===== config.mk =====
export PLATFORM = sky130hd
export DESIGN_NAME = ptom_front
export DESIGN_NICKNAME = d
export VERILOG_FILES = /design/src/ptom_pkg.sv /design/src/ptom_front.sv
export SDC_FILE = /design/constraint.sdc
export NUM_CORES = 1
export LEC_CHECK = 0
export CORE_ASPECT_RATIO = 2
export CORE_UTILIZATION = 49
export DETAILED_ROUTE_END_ITERATION = 10
export DONT_BUFFER_PORTS = 1
export PLACE_DENSITY = 0.66
export SYNTH_ARGS = -nofsm -noshare
export SYNTH_HDL_FRONTEND = slang
export SYNTH_SLANG_ARGS = --single-unit

===== constraint.sdc =====
create_clock -name clk -period 11.6 [get_ports clk]
set_clock_uncertainty 0.1 [all_clocks]
set_input_delay 1.74 -clock clk [delete_from_list [all_inputs] [get_ports clk]]
set_output_delay 1.74 -clock clk [all_outputs]
set_load 0.01 [all_outputs]

===== src/ptom_pkg.sv =====
package ptom_pkg;

    localparam int MAX_RESTING_DEF = 32;
    localparam int QUEUE_DEPTH     = 2;
    localparam int QPTR_W          = $clog2(QUEUE_DEPTH);
    localparam int QCNT_W          = $clog2(QUEUE_DEPTH + 1);

    localparam logic CMD_NEW    = 1'b0;
    localparam logic CMD_CANCEL = 1'b1;

    localparam logic SIDE_BUY  = 1'b0;
    localparam logic SIDE_SELL = 1'b1;

    localparam logic [1:0] TIF_GTC    = 2'd0;
    localparam logic [1:0] TIF_IOC    = 2'd1;
    localparam logic [1:0] TIF_MARKET = 2'd2;
    localparam logic [1:0] TIF_FOK    = 2'd3;

    localparam logic [2:0] EV_ACK     = 3'd0;
    localparam logic [2:0] EV_TRADE   = 3'd1;
    localparam logic [2:0] EV_CANCEL  = 3'd2;
    localparam logic [2:0] EV_STP     = 3'd3;
    localparam logic [2:0] EV_REJECT  = 3'd4;
    localparam logic [2:0] EV_EXPIRED = 3'd5;

    localparam logic [1:0] RR_NONE      = 2'd0;
    localparam logic [1:0] RR_FOK       = 2'd1;
    localparam logic [1:0] RR_UNKNOWN   = 2'd2;
    localparam logic [1:0] RR_BOOK_FULL = 2'd3;

    typedef struct packed {
        logic               command;
        logic [63:0]        sequence_req;
        logic [15:0]        session;
        logic [63:0]        order_id;
        logic [15:0]        firm;
        logic               side;
        logic [1:0]         time_in_force;
        logic signed [31:0] limit_price;
        logic [31:0]        quantity;
    } in_item_t;

    typedef struct packed {
        logic [2:0]         event_kind;
        logic [63:0]        event_sequence;
        logic               event_side;
        logic signed [31:0] event_price;
        logic [31:0]        event_quantity;
        logic [1:0]         reject_reason;
        logic [15:0]        resting_session;
        logic [63:0]        resting_order_id;
        logic [15:0]        aggressor_session;
        logic [63:0]        aggressor_order_id;
        logic               last_event;
    } out_item_t;

    typedef struct packed {
        logic is_cancel;
        logic is_fok;
        logic is_market;
        logic rests;
        logic expires;
    } cls_t;

    typedef struct packed {
        in_item_t item;
        cls_t     cls;
    } q_entry_t;

    function automatic out_item_t mk_event(
        input logic [2:0]         kind,
        input logic [63:0]        seq,
        input logic               side,
        input logic signed [31:0] price,
        input logic [31:0]        qty,
        input logic [1:0]         reason,
        input logic [15:0]        rs,
        input logic [63:0]        rid,
        input logic [15:0]        ag_s,
        input logic [63:0]        ag_id
    );
        out_item_t e;
        e.event_kind         = kind;
        e.event_sequence     = seq;
        e.event_side         = side;
        e.event_price        = price;
        e.event_quantity     = qty;
        e.reject_reason      = reason;
        e.resting_session    = rs;
        e.resting_order_id   = rid;
        e.aggressor_session  = ag_s;
        e.aggressor_order_id = ag_id;
        e.last_event         = 1'b0;
        return e;
    endfunction

endpackage


===== src/ptom_front.sv =====
module ptom_front import ptom_pkg::*;
(
    input  logic     clk,
    input  logic     rst_n,
    input  logic     start,
    output logic     busy,
    input  in_item_t request,
    input  logic     pop,
    output q_entry_t head,
    output logic     empty
);

    q_entry_t           q_reg [QUEUE_DEPTH];
    logic [QPTR_W-1:0]  wr_ptr_reg;
    logic [QPTR_W-1:0]  rd_ptr_reg;
    logic [QCNT_W-1:0]  cnt_reg;
    logic               push;
    cls_t               cls;

    assign busy  = (cnt_reg == QCNT_W'(QUEUE_DEPTH));
    assign empty = (cnt_reg == '0);
    assign push  = start && !busy;
    assign head  = q_reg[rd_ptr_reg];

    // Work out once what the back end has to do with the order.
    always_comb
    begin
        cls.is_cancel = (request.command == CMD_CANCEL);
        cls.is_fok    = (request.command == CMD_NEW) && (request.time_in_force == TIF_FOK);
        cls.is_market = (request.time_in_force == TIF_MARKET);
        cls.rests     = (request.time_in_force == TIF_GTC);
        cls.expires   = (request.time_in_force == TIF_IOC) ||
                        (request.time_in_force == TIF_MARKET);
    end

    always_ff @(posedge clk)
    begin
        if (push)
        begin
            q_reg[wr_ptr_reg].item <= request;
            q_reg[wr_ptr_reg].cls  <= cls;
        end
    end

    always_ff @(posedge clk or negedge rst_n)
    begin
        if (!rst_n)
        begin
            wr_ptr_reg <= '0;
            rd_ptr_reg <= '0;
            cnt_reg    <= '0;
        end
        else
        begin
            if (push)
                wr_ptr_reg <= wr_ptr_reg + 1'b1;
            if (pop)
                rd_ptr_reg <= rd_ptr_reg + 1'b1;
            if (push && !pop)
                cnt_reg <= cnt_reg + 1'b1;
            else if (pop && !push)
                cnt_reg <= cnt_reg - 1'b1;
        end
    end

endmodule


==> out/metrics.cfg <==
[worst_setup_path]
cpLargestDelayFamily=buffers and inverters
critPathMaxStageDelay_ns=1.11
path_max_fanout=114
cp.required_ns=9.76
worstSetupPathType=reg2out
cp_slowest_cell=dfrtp_4
crit_path_cell_trace=buf_12 > buf_4 > mux2_2
r2r_slack_ns=8.68
crit_path_end_kind=primary output
cp-start-kind=register
path_buf_inv=2
cp_data_arrival_time_ns=3.73

[drt]
vias=6961
drtIter0Drc=266
drt_wl_total_microns=34200
wl_per_cell_microns=27.4
firstDrtPassIters=4
ant_nets=0
drc=0
viasPerCell=5.59

[global_route]
grt_usage_pct=17.9
overflow=0
grtUsageMet3_pct=6.22
grt_max_degree=157
grt_pass1_vias=7288
use_met1_pct=15.3
met2_usage_pct=34.7
grt_pass1_wl_microns=46600
busiest_layer=met2
antenna_found_initial=2

[power]
internal-power_uw=3550
ir_worst_vdd_mv=0.193
netSwitchingFraction_pct=29.1
power_frac_seq_pct=49.5
leakagePower_uw=0.00668
power_density_nw_per_um2=260
comb_power_share_pct=27.3
switching_power_uw=1460
clkPwrFrac_pct=23.1

[synth]
synthXorXnorAreaFrac_pct=0.248
synth_area_sq_um=17700
synth_mux_area_share_pct=18.4
ys_seq_elements=468
syn_inst=748
synth_common_cells=464 x edfxtp_1, 170 x mux2_4, 62 x mux2_2, 20 x buf_6, 6 x buf_2
yosys.area_share.simple_pct=0.191
synth_nets=984
synthTopCellsByArea=edfxtp_1 79%, mux2_4 14%, mux2_2 3.9%
synth_edf_count=464
yosys.area.top_type_share_pct=78.7
ys_seq_area_share_pct=79.3
synth_ff_type=edfxtp_1
avgSynthCellArea_sq_um=23.7
yosys_warnings=0
synth_area_leader_cell=edfxtp_1
synth_most_common_cell=edfxtp_1
synth_compound_area_share_pct=0
synth_top_family_by_area=multiplexers
synthAdderAreaFrac_pct=0.283
yosysUniqueCellTypes=16
async_flop_share_pct=0.855

[clocking]
cts.path.max_buffers=3
clock-sinks=468
numCtsBuffers=38
cts_resized=0
cts_root_buf=clkbuf_16
cts.clk_slew.worst_paths_ns=0.07
cts_hold_buf=0
worstSkewPairLatency_ns=0.53
htreeDepth=2
postCtsSetupBuffers=0
cts_tree=done

[finish]
final_cells=1246
final_layout_size_suffix_gt1_share_pct=36.8
postLayoutCellArea_sq_um=19200
fillers=2667
fin_nets=1003
area_growth_syn_to_layout_pct=8.56
largest_reg_flops=464
multi_input_area_sq_um=3390
regArea_sq_um=14000

[worst_hold_path]
worst_hold_path_type=reg2reg

[die]
initial_core_util_pct=49.6
num_rows=98
pin_count=467
die_width_microns=136
placeableCoreArea_sq_um=35700
floorplan.die_area_sq_um=36900
die_h_microns=271

[timing]
worst_pin_slew_ns=1.12
fin_crit_sh_pct=48.0
fmax_mhz=179
hold_violations=0
tns_ns=0
finalSetupViolCount=0
maxSlewHeadroom_pct=25.6
layout_min_cycle_time_ns=5.57
drv_slew=0
rsz0062_at_grt=no

[run_status]
status=finished, final reports clean

[place]
placed_cells=1177
place_congestion=0.827
placed_area_sq_um=18100
io_buffers=0
place_hpwl_microns=24300

[flow_run]
drv_cap=0

[layout by cell type (no fill, tap or decap), drive strengths merged]
cell type	instances
nor2	3
nand2b	1
clkbuf	46
nand2	1
edfxtp	464
ha	4
diode	2
clkinv	18
buf	6
inv	7
and3	1
dfrtp	4
nor2b	1
clkinvlp	1
xor2	3
xnor2	2
mux2	232
[power groups by stage]
stage | Clock [uW] | Combinational [uW] | Sequential (uW)
after floorplan | 0 | 1240 | 2500
after global placement | 0 | 1360 | 2490
after detailed placement | 0 | 1390 | 2520
after CTS | 1190 | 1400 | 2480
after global routing | 1240 | 1440 | 2510
final | 1160 | 1370 | 2480
[through the flow]
| step | hold slack (ns) | setup WS [ns] | utilization, % | total power, uW |
|---|---|---|---|---|
| 2_1_floorplan | 0.365 | 3.16 | - | 3740 |
| 3_3_place_gp | 0.382 | 6.61 | 50.7 | 3860 |
| 3_5_place_dp | 0.397 | 6.48 | 50.7 | 3910 |
| 4_1_cts | 0.408 | 5.90 | 53.8 | 5070 |
| 5_1_grt | 0.436 | 5.82 | 53.8 | 5190 |
| 6_report | 0.411 | 6.03 | 53.8 | 5000 |
[layer usage]
layer | wire length [microns] | part of all wire, % | vias to the layer above
met5 | 13 | 0.038 | -
met3 | 3070 | 9.0 | 79
met1 | 10000 | 29 | 3537
li1 | - | - | 2993
met4 | 1440 | 4.2 | 2
met2 | 19600 | 57 | 350
[layout make-up]
type,count,share of cell area [%]
diodes,2,0.0261
clock buffers,46,5.22
clock inverters,21,0.560
inverters,5,0.0977
multi-input cells,248,17.7
flip-flops and latches,468,73.1
well taps,450,2.93
repair buffers,6,0.430
[cell families (layout without fill, tap and decap cells)]
kind of cell	Yosys count	in the layout
DFF	468	468
muxes	232	232
buffers and inverters	32	78
and+or+nand+nor	7	7
xor gates and xnor gates	5	5
adders and majority gates	4	4
other	0	2
[final timing paths]
kind / startpoint / to / depth (start not counted)
max: rd_ptr_reg$_DFFE_PN0P_ / head[199] / 3
min: cnt_reg[1]$_DFFE_PN0P_ / cnt_reg[1]$_DFFE_PN0P_ / 1
max reg2reg: cnt_reg[0]$_DFFE_PN0P_ / q_reg[1][161]$_DFFE_PP_ / 3
min reg2reg: cnt_reg[1]$_DFFE_PN0P_ / cnt_reg[1]$_DFFE_PN0P_ / 1
max in group asynchronous: rst_n / cnt_reg[1]$_DFFE_PN0P_ / 0
min in group asynchronous: rst_n / wr_ptr_reg$_DFFE_PN0N_ / 0
Power figures use the tool's default switching activity.
